<file path="src/design/ptd_pkg.sv">
// ptd_pkg: shared types and constants for the priority timed event dispatcher
// table entry layout, compare unit request/response, sequencer states, op codes
// no dependencies
`default_nettype none

package ptd_pkg;

   localparam int MAX_HANDLERS_DEF = 16;
   localparam logic [31:0] HORIZON_RESET = 32'd3600000;

   localparam int OP_W   = 2;
   localparam int ID_W   = 4;
   localparam int PRIO_W = 8;
   localparam int TIME_W = 32;

   localparam logic [OP_W-1:0] OP_ADD  = 2'd0;
   localparam logic [OP_W-1:0] OP_SET  = 2'd1;
   localparam logic [OP_W-1:0] OP_TICK = 2'd2;

   typedef struct packed {
      logic [ID_W-1:0]   id;
      logic [PRIO_W-1:0] prio;
      logic [TIME_W-1:0] tstamp;
   } entry_type;

   typedef struct packed {
      logic [TIME_W-1:0] lhs;
      logic [TIME_W-1:0] rhs;
   } cmp_req_type;

   typedef struct packed {
      logic              lt;
      logic [TIME_W-1:0] min_val;
      logic [TIME_W-1:0] max_val;
   } cmp_rsp_type;

   typedef enum logic [3:0] {
      ST_IDLE,
      ST_INS_RD,
      ST_INS_EX,
      ST_SET_RD,
      ST_SET_EX,
      ST_WAKE_RD,
      ST_WAKE_EX,
      ST_CLAMP,
      ST_EMIT_RD,
      ST_EMIT_EX,
      ST_DONE
   } state_type;

endpackage

`default_nettype wire

</file>
<file path="src/design/ptd_cmp.sv">
// ptd_cmp: the shared unsigned compare unit, gives less-than, minimum and maximum
// used by the sequencer for priority, time, due and clamp decisions
// depends on ptd_pkg
`default_nettype none

module ptd_cmp (
   input  ptd_pkg::cmp_req_type req,
   output ptd_pkg::cmp_rsp_type rsp
);
   import ptd_pkg::*;

   logic lt;

   assign lt          = req.lhs < req.rhs;
   assign rsp.lt      = lt;
   assign rsp.min_val = lt ? req.lhs : req.rhs;
   assign rsp.max_val = lt ? req.rhs : req.lhs;

endmodule

`default_nettype wire

</file>
<file path="src/design/ptd_table.sv">
// ptd_table: handler table memory, one write port and one registered read port
// entries hold id, priority and activation time
// depends on ptd_pkg
`default_nettype none

module ptd_table #(
   parameter int DEPTH = ptd_pkg::MAX_HANDLERS_DEF,
   parameter int IDX_W = 4
) (
   input  logic                clock,
   input  logic                wr_en,
   input  logic [IDX_W-1:0]    wr_addr,
   input  ptd_pkg::entry_type  wr_data,
   input  logic                rd_en,
   input  logic [IDX_W-1:0]    rd_addr,
   output ptd_pkg::entry_type  rd_data
);
   import ptd_pkg::*;

   entry_type mem [DEPTH];
   entry_type rd_data_ff;

   always_ff @(posedge clock) begin
      if (wr_en) begin
         mem[wr_addr] <= wr_data;
      end
      if (rd_en) begin
         rd_data_ff <= mem[rd_addr];
      end
   end

   assign rd_data = rd_data_ff;

endmodule

`default_nettype wire

</file>
<file path="src/design/priority_timed_event_dispatcher.sv">
// priority_timed_event_dispatcher: top level, sequencer around the handler table
// and the shared compare unit; output register toward the result channel
// depends on ptd_pkg, ptd_cmp, ptd_table
//
//   channel | ports                       | carries
//   --------+-----------------------------+------------------------------------
//   req     | req_tvalid/tready/tdata/user| op, handler id, priority, times
//   rsp     | rsp_tvalid/tready/tdata/    | due, run id, next wake, full, last
//           | tuser/tlast                 |
//   csr     | csr_wr_en/csr_wr_data       | horizon_ticks
//
// each table entry takes a read state and then a compare state per pass
// add: from the end of the table, entries of lower priority move down one slot until the
// first slot or an entry of equal or higher priority ends the walk; any transaction may
// also wait on rsp_tready
// reset empties the table and restores the horizon; no clearing pass is needed
// req_tready is high only while no transaction is in progress
`default_nettype none

module priority_timed_event_dispatcher #(
   parameter int MAX_HANDLERS = ptd_pkg::MAX_HANDLERS_DEF
) (
   input  logic        clock,
   input  logic        reset,

   input  logic        req_tvalid,
   output logic        req_tready,
   // [3:0] handler_id, [11:4] priority_req, [43:12] activation_time, [75:44] now
   input  logic [79:0] req_tdata,
   // [1:0] op
   input  logic [1:0]  req_tuser,

   output logic        rsp_tvalid,
   input  logic        rsp_tready,
   // [3:0] run_id, [35:4] next_wake
   output logic [39:0] rsp_tdata,
   // [0] due, [1] full_res
   output logic [1:0]  rsp_tuser,
   output logic        rsp_tlast,

   input  logic        csr_wr_en,
   input  logic [31:0] csr_wr_data
);
   import ptd_pkg::*;

   localparam int CNT_W = $clog2(MAX_HANDLERS + 1);
   localparam int IDX_W = (MAX_HANDLERS > 1) ? $clog2(MAX_HANDLERS) : 1;

   state_type state_ff, state_in;

   logic [CNT_W-1:0]  count_ff, count_in;
   logic [CNT_W-1:0]  idx_ff, idx_in;
   logic [TIME_W-1:0] horizon_ff;
   logic [TIME_W-1:0] wake_ff, wake_in;

   logic [OP_W-1:0]   op_ff, op_in;
   logic [ID_W-1:0]   id_ff, id_in;
   logic [PRIO_W-1:0] prio_ff, prio_in;
   logic [TIME_W-1:0] atime_ff, atime_in;
   logic [TIME_W-1:0] now_ff, now_in;
   logic              full_flag_ff, full_flag_in;
   logic              pend_valid_ff, pend_valid_in;
   logic [ID_W-1:0]   pend_id_ff, pend_id_in;

   logic              rsp_valid_ff, rsp_valid_in;
   logic              rsp_due_ff, rsp_due_in;
   logic [ID_W-1:0]   rsp_id_ff, rsp_id_in;
   logic [TIME_W-1:0] rsp_wake_ff, rsp_wake_in;
   logic              rsp_full_ff, rsp_full_in;
   logic              rsp_last_ff, rsp_last_in;
   logic              rsp_load;

   logic              mem_wr_en;
   logic [IDX_W-1:0]  mem_wr_addr;
   entry_type         mem_wr_data;
   logic              mem_rd_en;
   logic [IDX_W-1:0]  mem_rd_addr;
   entry_type         rd_entry;

   cmp_req_type       cmp_req;
   cmp_rsp_type       cmp_rsp;

   logic              req_fire;
   logic              out_free;
   logic              scan_end;
   logic              is_full;
   logic [CNT_W-1:0]  idx_m1;
   logic [CNT_W-1:0]  idx_p1;
   logic [CNT_W-1:0]  count_p1;
   logic [OP_W-1:0]   req_op;
   entry_type         new_entry;
   logic              id_match;

   assign req_tready = (state_ff == ST_IDLE);
   assign req_fire   = req_tvalid && req_tready;
   assign req_op     = req_tuser[OP_W-1:0];
   assign out_free   = !rsp_valid_ff || rsp_tready;
   assign scan_end   = (idx_ff == count_ff);
   assign is_full    = (count_ff == CNT_W'(MAX_HANDLERS));
   assign idx_m1     = idx_ff - CNT_W'(1);
   assign idx_p1     = idx_ff + CNT_W'(1);
   assign count_p1   = count_ff + CNT_W'(1);
   assign new_entry  = '{id: id_ff, prio: prio_ff, tstamp: atime_ff};
   assign id_match   = (rd_entry.id == id_ff);

   ptd_table #(
      .DEPTH (MAX_HANDLERS),
      .IDX_W (IDX_W)
   ) u_table (
      .clock   (clock),
      .wr_en   (mem_wr_en),
      .wr_addr (mem_wr_addr),
      .wr_data (mem_wr_data),
      .rd_en   (mem_rd_en),
      .rd_addr (mem_rd_addr),
      .rd_data (rd_entry)
   );

   ptd_cmp u_cmp (
      .req (cmp_req),
      .rsp (cmp_rsp)
   );

   // next state
   always_comb begin
      state_in = state_ff;
      unique case (state_ff)
         ST_IDLE: begin
            if (req_fire) begin
               if (req_op == OP_ADD) begin
                  state_in = is_full ? ST_WAKE_RD : ST_INS_RD;
               end else if (req_op == OP_SET) begin
                  state_in = ST_SET_RD;
               end else begin
                  state_in = ST_WAKE_RD;
               end
            end
         end
         ST_INS_RD:  state_in = (idx_ff == '0) ? ST_WAKE_RD : ST_INS_EX;
         ST_INS_EX:  state_in = cmp_rsp.lt ? ST_INS_RD : ST_WAKE_RD;
         ST_SET_RD:  state_in = scan_end ? ST_CLAMP : ST_SET_EX;
         ST_SET_EX:  state_in = ST_SET_RD;
         ST_WAKE_RD: state_in = scan_end ? ST_CLAMP : ST_WAKE_EX;
         ST_WAKE_EX: state_in = ST_WAKE_RD;
         ST_CLAMP:   state_in = (op_ff == OP_TICK) ? ST_EMIT_RD : ST_DONE;
         ST_EMIT_RD: state_in = scan_end ? ST_DONE : ST_EMIT_EX;
         ST_EMIT_EX: begin
            // hold while a due entry must push the pending one out and the slot is busy
            if (!(cmp_rsp.lt && pend_valid_ff && !out_free)) begin
               state_in = ST_EMIT_RD;
            end
         end
         ST_DONE:    state_in = out_free ? ST_IDLE : ST_DONE;
         default:    state_in = ST_IDLE;
      endcase
   end

   // datapath and table control
   always_comb begin
      count_in      = count_ff;
      idx_in        = idx_ff;
      wake_in       = wake_ff;
      op_in         = op_ff;
      id_in         = id_ff;
      prio_in       = prio_ff;
      atime_in      = atime_ff;
      now_in        = now_ff;
      full_flag_in  = full_flag_ff;
      pend_valid_in = pend_valid_ff;
      pend_id_in    = pend_id_ff;

      rsp_load    = 1'b0;
      rsp_due_in  = 1'b0;
      rsp_id_in   = '0;
      rsp_wake_in = wake_ff;
      rsp_full_in = 1'b0;
      rsp_last_in = 1'b0;

      mem_wr_en   = 1'b0;
      mem_wr_addr = idx_ff[IDX_W-1:0];
      mem_wr_data = new_entry;
      mem_rd_en   = 1'b0;
      mem_rd_addr = idx_ff[IDX_W-1:0];

      cmp_req.lhs = rd_entry.tstamp;
      cmp_req.rhs = wake_ff;

      unique case (state_ff)
         ST_IDLE: begin
            if (req_fire) begin
               op_in         = req_op;
               id_in         = req_tdata[3:0];
               prio_in       = req_tdata[11:4];
               atime_in      = req_tdata[43:12];
               now_in        = req_tdata[75:44];
               wake_in       = req_tdata[75:44] + horizon_ff;
               full_flag_in  = (req_op == OP_ADD) && is_full;
               pend_valid_in = 1'b0;
               idx_in        = ((req_op == OP_ADD) && !is_full) ? count_ff : '0;
            end
         end
         ST_INS_RD: begin
            if (idx_ff == '0) begin
               mem_wr_en   = 1'b1;
               mem_wr_addr = '0;
               count_in    = count_p1;
            end else begin
               mem_rd_en   = 1'b1;
               mem_rd_addr = idx_m1[IDX_W-1:0];
            end
         end
         ST_INS_EX: begin
            cmp_req.lhs = {{(TIME_W-PRIO_W){1'b0}}, rd_entry.prio};
            cmp_req.rhs = {{(TIME_W-PRIO_W){1'b0}}, prio_ff};
            mem_wr_en   = 1'b1;
            if (cmp_rsp.lt) begin
               // lower priority entry moves one slot down
               mem_wr_data = rd_entry;
               idx_in      = idx_m1;
            end else begin
               count_in = count_p1;
               idx_in   = '0;
            end
         end
         ST_SET_RD, ST_WAKE_RD, ST_EMIT_RD: begin
            mem_rd_en = !scan_end;
         end
         ST_SET_EX: begin
            cmp_req.lhs = id_match ? atime_ff : rd_entry.tstamp;
            wake_in     = cmp_rsp.min_val;
            mem_wr_en   = id_match;
            mem_wr_data = '{id: rd_entry.id, prio: rd_entry.prio, tstamp: atime_ff};
            idx_in      = idx_p1;
         end
         ST_WAKE_EX: begin
            wake_in = cmp_rsp.min_val;
            idx_in  = idx_p1;
         end
         ST_CLAMP: begin
            cmp_req.lhs = wake_ff;
            cmp_req.rhs = now_ff;
            wake_in     = cmp_rsp.max_val;
            idx_in      = '0;
         end
         ST_EMIT_EX: begin
            cmp_req.rhs = now_ff;
            if (!cmp_rsp.lt) begin
               idx_in = idx_p1;
            end else if (!pend_valid_ff) begin
               pend_valid_in = 1'b1;
               pend_id_in    = rd_entry.id;
               idx_in        = idx_p1;
            end else if (out_free) begin
               // the held due entry is not the final one
               rsp_load   = 1'b1;
               rsp_due_in = 1'b1;
               rsp_id_in  = pend_id_ff;
               pend_id_in = rd_entry.id;
               idx_in     = idx_p1;
            end
         end
         ST_DONE: begin
            if (out_free) begin
               rsp_load    = 1'b1;
               rsp_due_in  = pend_valid_ff;
               rsp_id_in   = pend_valid_ff ? pend_id_ff : '0;
               rsp_full_in = full_flag_ff;
               rsp_last_in = 1'b1;
            end
         end
         default: begin
         end
      endcase
   end

   always_comb begin
      if (rsp_load) begin
         rsp_valid_in = 1'b1;
      end else if (rsp_tready) begin
         rsp_valid_in = 1'b0;
      end else begin
         rsp_valid_in = rsp_valid_ff;
      end
   end

   always_ff @(posedge clock) begin
      if (reset) begin
         state_ff     <= ST_IDLE;
         count_ff     <= '0;
         horizon_ff   <= HORIZON_RESET;
         rsp_valid_ff <= 1'b0;
         pend_valid_ff <= 1'b0;
      end else begin
         state_ff      <= state_in;
         count_ff      <= count_in;
         rsp_valid_ff  <= rsp_valid_in;
         pend_valid_ff <= pend_valid_in;
         if (csr_wr_en) begin
            horizon_ff <= csr_wr_data;
         end
      end
   end

   always_ff @(posedge clock) begin
      idx_ff       <= idx_in;
      wake_ff      <= wake_in;
      op_ff        <= op_in;
      id_ff        <= id_in;
      prio_ff      <= prio_in;
      atime_ff     <= atime_in;
      now_ff       <= now_in;
      full_flag_ff <= full_flag_in;
      pend_id_ff   <= pend_id_in;
      if (rsp_load) begin
         rsp_due_ff  <= rsp_due_in;
         rsp_id_ff   <= rsp_id_in;
         rsp_wake_ff <= rsp_wake_in;
         rsp_full_ff <= rsp_full_in;
         rsp_last_ff <= rsp_last_in;
      end
   end

   assign rsp_tvalid = rsp_valid_ff;
   assign rsp_tdata  = {4'b0, rsp_wake_ff, rsp_id_ff};
   assign rsp_tuser  = {rsp_full_ff, rsp_due_ff};
   assign rsp_tlast  = rsp_last_ff;

   count_in_range: assert property (@(posedge clock) disable iff (reset)
      count_ff <= CNT_W'(MAX_HANDLERS))
      else $error("handler count beyond table depth");

   full_add_keeps_count: assert property (@(posedge clock) disable iff (reset)
      (req_fire && req_op == OP_ADD && is_full) |=> count_ff == $past(count_ff))
      else $error("refused add changed the handler count");

   write_only_when_updating: assert property (@(posedge clock) disable iff (reset)
      mem_wr_en |-> (state_ff == ST_INS_RD || state_ff == ST_INS_EX ||
                     state_ff == ST_SET_EX))
      else $error("table written outside insert or set");

   pending_only_on_tick: assert property (@(posedge clock) disable iff (reset)
      (pend_valid_ff && state_ff != ST_IDLE) |-> op_ff == OP_TICK)
      else $error("due entry held outside a tick");

   last_only_from_done: assert property (@(posedge clock) disable iff (reset)
      (rsp_load && rsp_last_in) |-> state_ff == ST_DONE)
      else $error("final transaction issued before the scan ended");

endmodule

`default_nettype wire
</file>
<file path="config.mk">
export PLATFORM = sky130hd
export DESIGN_NAME = priority_timed_event_dispatcher
export DESIGN_NICKNAME = d
export VERILOG_FILES = /design/src/design/ptd_pkg.sv /design/src/design/ptd_cmp.sv /design/src/design/ptd_table.sv /design/src/design/priority_timed_event_dispatcher.sv
export SDC_FILE = /design/constraint.sdc
export NUM_CORES = 1
export LEC_CHECK = 0
export ABC_AREA = 1
export BUFFER_PORTS_ARGS = -buffer_cell sky130_fd_sc_hd__buf_2
export CORE_UTILIZATION = 49
export DETAILED_ROUTE_END_ITERATION = 16
export PLACE_DENSITY = 0.7
export RECOVER_POWER = 50
export SLEW_MARGIN = 20
export SYNTH_ARGS = -nofsm -noshare
export SYNTH_HDL_FRONTEND = slang
export SYNTH_HIERARCHICAL = 1
export SYNTH_SLANG_ARGS = --single-unit
</file>
<file path="constraint.sdc">
create_clock -name clock -period 9.64 [get_ports clock]
set_input_delay 0.482 -clock clock [delete_from_list [all_inputs] [get_ports clock]]
set_output_delay 0.482 -clock clock [all_outputs]
set_load 0.05 [all_outputs]
</file>
==> metrics.yaml, run 1 <==
status:
  outcome: "finished with violations"
  violations: "capacitance limit, slew limit"
synth:
  synth.avg_cell_area_um2: 9.54
  synth-seq-cells: 950
  muxShareOfSynthArea_pct: 0.150
  synthSimpleGateAreaFrac_pct: 22.2
  yosysUniqueCellTypes: 52
  synth_fa_ha_area_share_pct: 1.91
  syn_area_um2: 45100
  netlist_instances: 4724
  synth-compound-area-share_pct: 3.98
  postSynth.asyncResetShare_pct: 0
  synth_xor_area_share_pct: 0.233
  seq_area_frac_synth_pct: 62.4
  ys.flop_type: "edfxtp_1"
  synth_edf_count: 907
  synth_warnings: 6
  synth_top_family_by_area: "simple AND/OR/NAND/NOR gates"
cells_and_area:
  final_cell_mix: "nand2_1 (1,495), edfxtp_1 (907), inv_1 (771), nand3_1 (673), nor2_1 (141)"
  finalNonFillerCells: 6124
  area_growth_pct: 11.5
  nets: 5052
  drive_gt1_share_pct: 6.77
  mostFrequentLayoutCell: "nand2_1"
power:
  powerDensity_nw_per_um2: 353
  leakage_nw: 21.7
  p_clk_share_pct: 20.9
  combPwrFrac_pct: 44.3
  p_sw_mw: 7.65
  p_int_mw: 10.1
  p_seq_share_pct: 34.8
  switching_share_pct: 43.2
  ir_drop_uv: 480
job:
  cap_violations: 19
drt:
  ant_nets: 0
  dr.pass1.iters: 6
  vias: 33312
  drt_iter0_drc: 3932
  wl_um: 124000
  drc_errors: 0
  routedWlPerCell_um: 20.2
  viasPerCell: 5.44
clock_tree:
  cts_resized: 0
  clk_pin_slew_ns: 0.06
  htree_num_levels: 3
  cts_tree: "done"
  cts_made_buffers: 97
  post_cts_buffers: 0
  clock-sinks: 950
  cts_hold_buf: 52
  cts_buffer_depth: 3
  root_buffer: "clkbuf_16"
  worstSkewPairLatency_ns: 0.69
place:
  pre_cts_ws_ns: 3.28
  port_buffers: 155
  place_hpwl_um: 69300
  dp_cells: 5889
  place_congestion: 0.939
floorplanning:
  ios: 164
  die_width_um: 305
  coreArea_um2: 90600
  die_area_um2: 93200
  rows: 110
  die_h_um: 305
  initial_core_util_pct: 49.8
sta:
  fin_skew_ns: 0.0548
  worst_slack_ns: 3.05
  relSlewSlack_pct: -209
  max_freq_mhz: 152
  period_minus_slack_ns: 6.59
  worst_slew_pin_slew_ns: 4.64
  finalHoldViolCount: 0
  fin_crit_sh_pct: 68.4
  slew_viol_final: 758
  setup_violations: 0
  fin_setup_tns_ns: 0
  grt_setup_unrepaired: "false"
critical_path:
  cp-end-kind: "register"
  critPathLaunchType: "register"
  critical_path_class: "reg2reg"
  arrival_ns: 6.92
  crit_required_ns: 9.96
  critPathMaxFanout: 76
global_route:
  grt_pass1_wl_um: 185000
  grt_pass1_vias: 30941
  track_usage_pct: 26.2
  grt_start_max_net_pins: 239
  grt_overflow: 0
  grt_antenna_before_repair: 3
worst_hold_path:
  hold_path.class: "in2reg"
==> metal layers <==
| metal | share of wire, % | vias up | wire length (µm) | track usage, % |
|---|---|---|---|---|
| met4 | 3.3 | 2 | 4060 | 9.16 |
| met2 | 46 | 1598 | 56500 | 41.5 |
| li1 | - | 15680 | - | - |
| met1 | 41 | 15784 | 51300 | 36.9 |
| met5 | 0.011 | - | 13 | 0 |
| met3 | 9.6 | 248 | 11900 | 4.11 |
==> power groups by stage <==
| stage | Clock (mW) | Combinational, mW | Sequential (mW) |
|---|---|---|---|
| global route | 3.90 | 8.69 | 6.19 |
| CTS | 3.74 | 7.76 | 6.11 |
| global placement | 0 | 7.58 | 6.19 |
| floorplan | 0 | 5.77 | 6.00 |
| detailed placement | 0 | 7.71 | 6.19 |
| finish | 3.70 | 7.85 | 6.17 |
==> area by class of cell <==
cell class	count	area [µm²]
Inverter	781	2950
Antenna cell	1	2.50
Fill cell	7704	40300
Tap cell	1176	1470
Clock inverter	65	563
Multi-Input combinational cell	2772	13000
Timing Repair Buffer	263	1600
Clock buffer	116	2570
Sequential cell	950	28100
==> registers in the layout (all words and copies together), names as in the netlist, 2 cells and up <==
register / cells
rsp_wake_in: 32
id_ff: 4
count_ff: 5
idx_ff: 5
horizon_ff: 32
rsp_wake_ff: 32
u_table/rd_data: 44
atime_ff: 32
prio_ff: 8
now_ff: 32
rsp_id_ff: 4
pend_id_ff: 4
op_ff: 2
u_table/mem: 704
state_ff: 4
==> critical path: stages, from the launching register on <==
cell,delay (ns)
dfxtp_1,0.49
nand2_1,0.14
nor2_4,0.11
buf_4,0.62
inv_2,0.46
nand2_4,0.34
nand2_4,0.33
o211ai_2,0.34
o21ai_1,0.16
ha_1,0.31
nand2_1,0.06
nor2_1,0.21
nand2_1,0.14
nor2_1,0.20
nand2_2,0.09
nand2_2,0.10
inv_1,0.10
nand2_4,0.49
nand2_2,0.46
o21ai_1,0.97
==> through the flow <==
stage	util (%)	hold slack, ns	cell area [µm²]	power (mW)
global route	55.5	0.0269	50300	18.8
detailed placement	51.6	0.435	46800	13.9
global placement	51.6	0.432	46800	13.8
CTS	55.7	0.000364	50400	17.6
floorplan	-	0.426	45100	11.8
finish	55.5	0.0310	50300	17.7
==> cells in the mapped netlist, types with 13 or more instances <==
master	n	area, µm²
nor2_1	153	574
o22ai_1	13	81.3
nand3_1	673	3370
o21ai_1	24	120
a21oi_1	66	330
edfxtp_1	907	27200
dfxtp_1	43	861
buf_1	14	52.6
a22o_1	16	140
clkbuf_1	49	184
ha_1	67	838
inv_1	770	2890
buf_2	114	571
o211ai_1	18	135
o21ai_0	122	611
buf_6	16	180
nand2_1	1497	5620
buf_4	31	233
o211ai_2	13	163
==> final timing paths <==
path	end	slack [ns]	cells past startpoint	from
max	u_table/mem[13][35]	3.05	19	state_ff[0]
min	horizon_ff[17]	0.03	3	csr_wr_data[17]
max reg2reg	u_table/mem[13][35]	3.05	19	state_ff[0]
min reg2reg	rsp_wake_ff[8]	0.43	0	rsp_wake_in[8]
==> kinds of logic after synthesis <==
kind of cell               Yosys count
buffers and inverters             1005
xor gates and xnor gates            12
muxes                                6
AOI/OAI and AO/OA                  299
and+or+nand+nor                   2383
other                                1
adders and majority gates           68
DFF                                950
(Power assumes the default switching activity.)
==> inputs of run 2 (changes only) <==
ABC_AREA = 0   (was 1)
PLACE_DENSITY = 0.71   (was 0.7)
clock period = 6.6 ns   (was 9.64 ns; I/O delays follow)
==> run 2 against run 1 <==
Compared with the run above: the flow still finishes with violations (capacitance limit, slew limit); die area fell by 9.8%; worst hold slack better by 0.067 ns; via count down 30%; global-route usage fell by 2.3 points; sequential cell count is the same; maximum frequency grew 9.8%; sequential power grew 42%; final area down 7.4%; combinational power up 12%; count of clock-buffer cells in the layout shrank 10; critical path type unchanged; largest cell class unchanged; highest routed layer unchanged.
==> metrics.yaml, run 2 <==
sta:
  worst_slew_pin_slew_ns: 4.07  # was 4.64 ns
  worst_slack_ns: 0.596  # was 3.05 ns
  fin_crit_sh_pct: 91.0  # was 68.4%
  fin_skew_ns: 0.0290  # was 0.0548 ns
  fin_setup_tns_ns: 0  # unchanged
  whs_ns: 0.0981  # was 0.0310 ns
  grt_setup_unrepaired: "false"  # unchanged
  finalHoldViolCount: 0  # unchanged
  setup_violations: 0  # unchanged
  period_minus_slack_ns: 6.00  # was 6.59 ns
  max_freq_mhz: 167  # was 152 MHz
  slew_viol_final: 808  # was 758
  relSlewSlack_pct: -171  # was -209%
place:
  port_buffers: 155  # unchanged
  pre_cts_ws_ns: 0.929  # was 3.28 ns
  place_congestion: 0.990  # was 0.939
  place_hpwl_um: 56900  # was 69,300 µm
  dp_cells: 3538  # was 5,889
  place_area_um2: 42600  # was 46,800 µm²
cells_and_area:
  mostFrequentLayoutCell: "edfxtp_1"  # was nand2_1
  finalNonFillerCells: 3820  # was 6,124
  largest_reg_flops: 704  # unchanged
  final_cell_area_um2: 46500  # was 50,300 µm²
  nets: 2859  # was 5,052
  area_growth_pct: 14.6  # was 11.5%
  drive_gt1_share_pct: 18.7  # was 6.77%
  fill_cells: 6139  # was 7,704
  final_cell_mix: "edfxtp_1 (907), nand2_1 (199), mux4_2 (177), a22oi_1 (121), clkbuf_1 (115)"  # was nand2_1 (1,495), edfxtp_1 (907), inv_1 (771), nand3_1 (673), nor2_1 (141)
  regMostFlops: "u_table/mem"  # unchanged
  utilization_pct: 56.8  # was 55.5%
drt:
  drc_errors: 0  # unchanged
  ant_nets: 0  # unchanged
  wl_um: 101000  # was 124,000 µm
  routedWlPerCell_um: 26.5  # was 20.2 µm
  drt_iter0_drc: 2219  # was 3,932
  dr.pass1.iters: 8  # was 6
  vias: 23308  # was 33,312
  viasPerCell: 6.10  # was 5.44
synth:
  synth.avg_cell_area_um2: 16.9  # was 9.54 µm²
  seq_area_frac_synth_pct: 69.2  # was 62.4%
  synth-seq-cells: 950  # unchanged
  synth_common_cells: "edfxtp_1 (907), nand2_1 (201), mux4_2 (177)"  # was nand2_1 (1,497), edfxtp_1 (907), inv_1 (770)
  yosysTopAreaCell: "edfxtp_1"  # unchanged
  ys.flop_type: "edfxtp_1"  # unchanged
  postSynth.asyncResetShare_pct: 0  # unchanged
  yosysTopAreaCellShare_pct: 67.1  # was 60.4%
  syn_area_um2: 40600  # was 45,100 µm²
  synth_edf_count: 907  # unchanged
  netlist_instances: 2401  # was 4,724
  yosysUniqueCellTypes: 86  # was 52
  synth_area_leaders: "edfxtp_1 (67%), mux4_2 (9.8%), a22oi_1 (2.2%)"  # was edfxtp_1 (60%), nand2_1 (12%), nand3_1 (7.5%)
  synth_warnings: 6  # unchanged
  yosysMostFrequentCell: "edfxtp_1"  # was nand2_1
global_route:
  grt_start_max_net_pins: 107  # was 239
  grt_antenna_before_repair: 5  # was 3
  grt_overflow: 0  # unchanged
  track_usage_pct: 24.0  # was 26.2%
  grt_pass1_wl_um: 150000  # was 185,000 µm
  grt_pass1_vias: 23817  # was 30,941
power:
  ir_drop_uv: 438  # was 480 µV
  power_mw: 23.0  # was 17.7 mW
  powerDensity_nw_per_um2: 493  # was 353 nW/µm²
  leakage_nw: 15.7  # was 21.7 nW
critical_path:
  critPathMaxFanout: 44  # was 76
  crit_required_ns: 7.12  # was 9.96 ns
  critPathLaunchType: "register"  # unchanged
  arrival_ns: 6.52  # was 6.92 ns
  critical_path_class: "reg2reg"  # unchanged
  cp-end-kind: "register"  # unchanged
clock_tree:
  clock-sinks: 950  # unchanged
  cts_tree: "done"  # unchanged
  htree_num_levels: 3  # unchanged
  worstSkewPairLatency_ns: 0.67  # was 0.69 ns
  root_buffer: "clkbuf_16"  # unchanged
  cts_buffer_depth: 3  # unchanged
  cts_made_buffers: 92  # was 97
  post_cts_buffers: 0  # unchanged
  clk_pin_slew_ns: 0.06  # about the same
status:
  outcome: "finished with violations"  # unchanged
  violations: "capacitance limit, slew limit"  # unchanged
job:
  cap_violations: 22  # was 19
floorplanning:
  initial_core_util_pct: 49.5  # was 49.8%
  rows: 105  # was 110
  coreArea_um2: 82000  # was 90,600 µm²
  die_width_um: 290  # was 305 µm
  die_h_um: 290  # was 305 µm
  ios: 164  # unchanged
  die_area_um2: 84000  # was 93,200 µm²
worst_hold_path:
  hold_path.class: "in2reg"  # unchanged
-- run 2: worst paths after layout --
check                                      endpoint                start  cells after the start  slack (ns)
worst min-delay path                      rsp_tlast           rsp_tready                      3         0.1
worst max-delay path            u_table/rd_data[39]            idx_ff[0]                     11        0.60
worst min register to register        pend_id_ff[0]  u_table/rd_data[40]                      0        0.50
worst max register to register  u_table/rd_data[39]            idx_ff[0]                     11        0.60
-- run 2: metal layers --
layer	vias to the layer above	part of all wire [%]	global-route usage (%)
met2	1057	50	40.9
met1	11953	39	31.3
met3	177	7.7	3.75
met5	-	0.018	0
met4	2	3.0	8.41
li1	10119	-	-
-- run 2: logic make-up after synthesis --
kind of cell               after synthesis  share of synthesized area, %
xor gates and xnor gates                39                         0.841
adders and majority gates               68                          2.11
muxes                                  334                          14.0
AOI/OAI and AO/OA                      389                          6.60
other                                    1                       0.00924
DFF                                    950                          69.2
buffers and inverters                  190                          2.37
and+or+nand+nor                        430                          4.83
-- run 2: timing repair --
| action | CTS | global route |
|---|---|---|
| hold endpoints to repair | 110 | 0 |
| resized for setup | 0 | 0 |
| hold buffers | 110 | 0 |
-- run 2: layout make-up --
| class | instances | area [µm²] | share of cell area [%] |
|---|---|---|---|
| sequential | 950 | 28100 | 60.4 |
| multi-input combinational | 1264 | 11700 | 25.1 |
| clock buffer | 106 | 2400 | 5.15 |
| timing repair buffer | 314 | 2130 | 4.58 |
| tap | 1070 | 1340 | 2.88 |
| clock inverter | 64 | 694 | 1.49 |
| inverter | 50 | 188 | 0.403 |
| antenna | 2 | 5.00 | 0.0108 |
-- run 2: power by group --
group | internal (mW) | switching [mW] | total [mW] | leakage, nW
Combinational | 3.65 | 5.14 | 8.80 | 5.57
Sequential | 8.30 | 0.487 | 8.78 | 8.61
Clock | 3.09 | 2.28 | 5.38 | 1.49
-- run 2: critical path: stages, from the launching register on --
cell	delay, ns
edfxtp_1	0.55
inv_1	0.13
ha_1	0.30
nor2b_1	0.17
and2_0	0.25
nor2_1	0.31
a21oi_1	0.11
a31oi_1	0.49
nor2b_1	0.21
clkbuf_1	2.64
a22oi_1	0.47
nand2_1	0.21
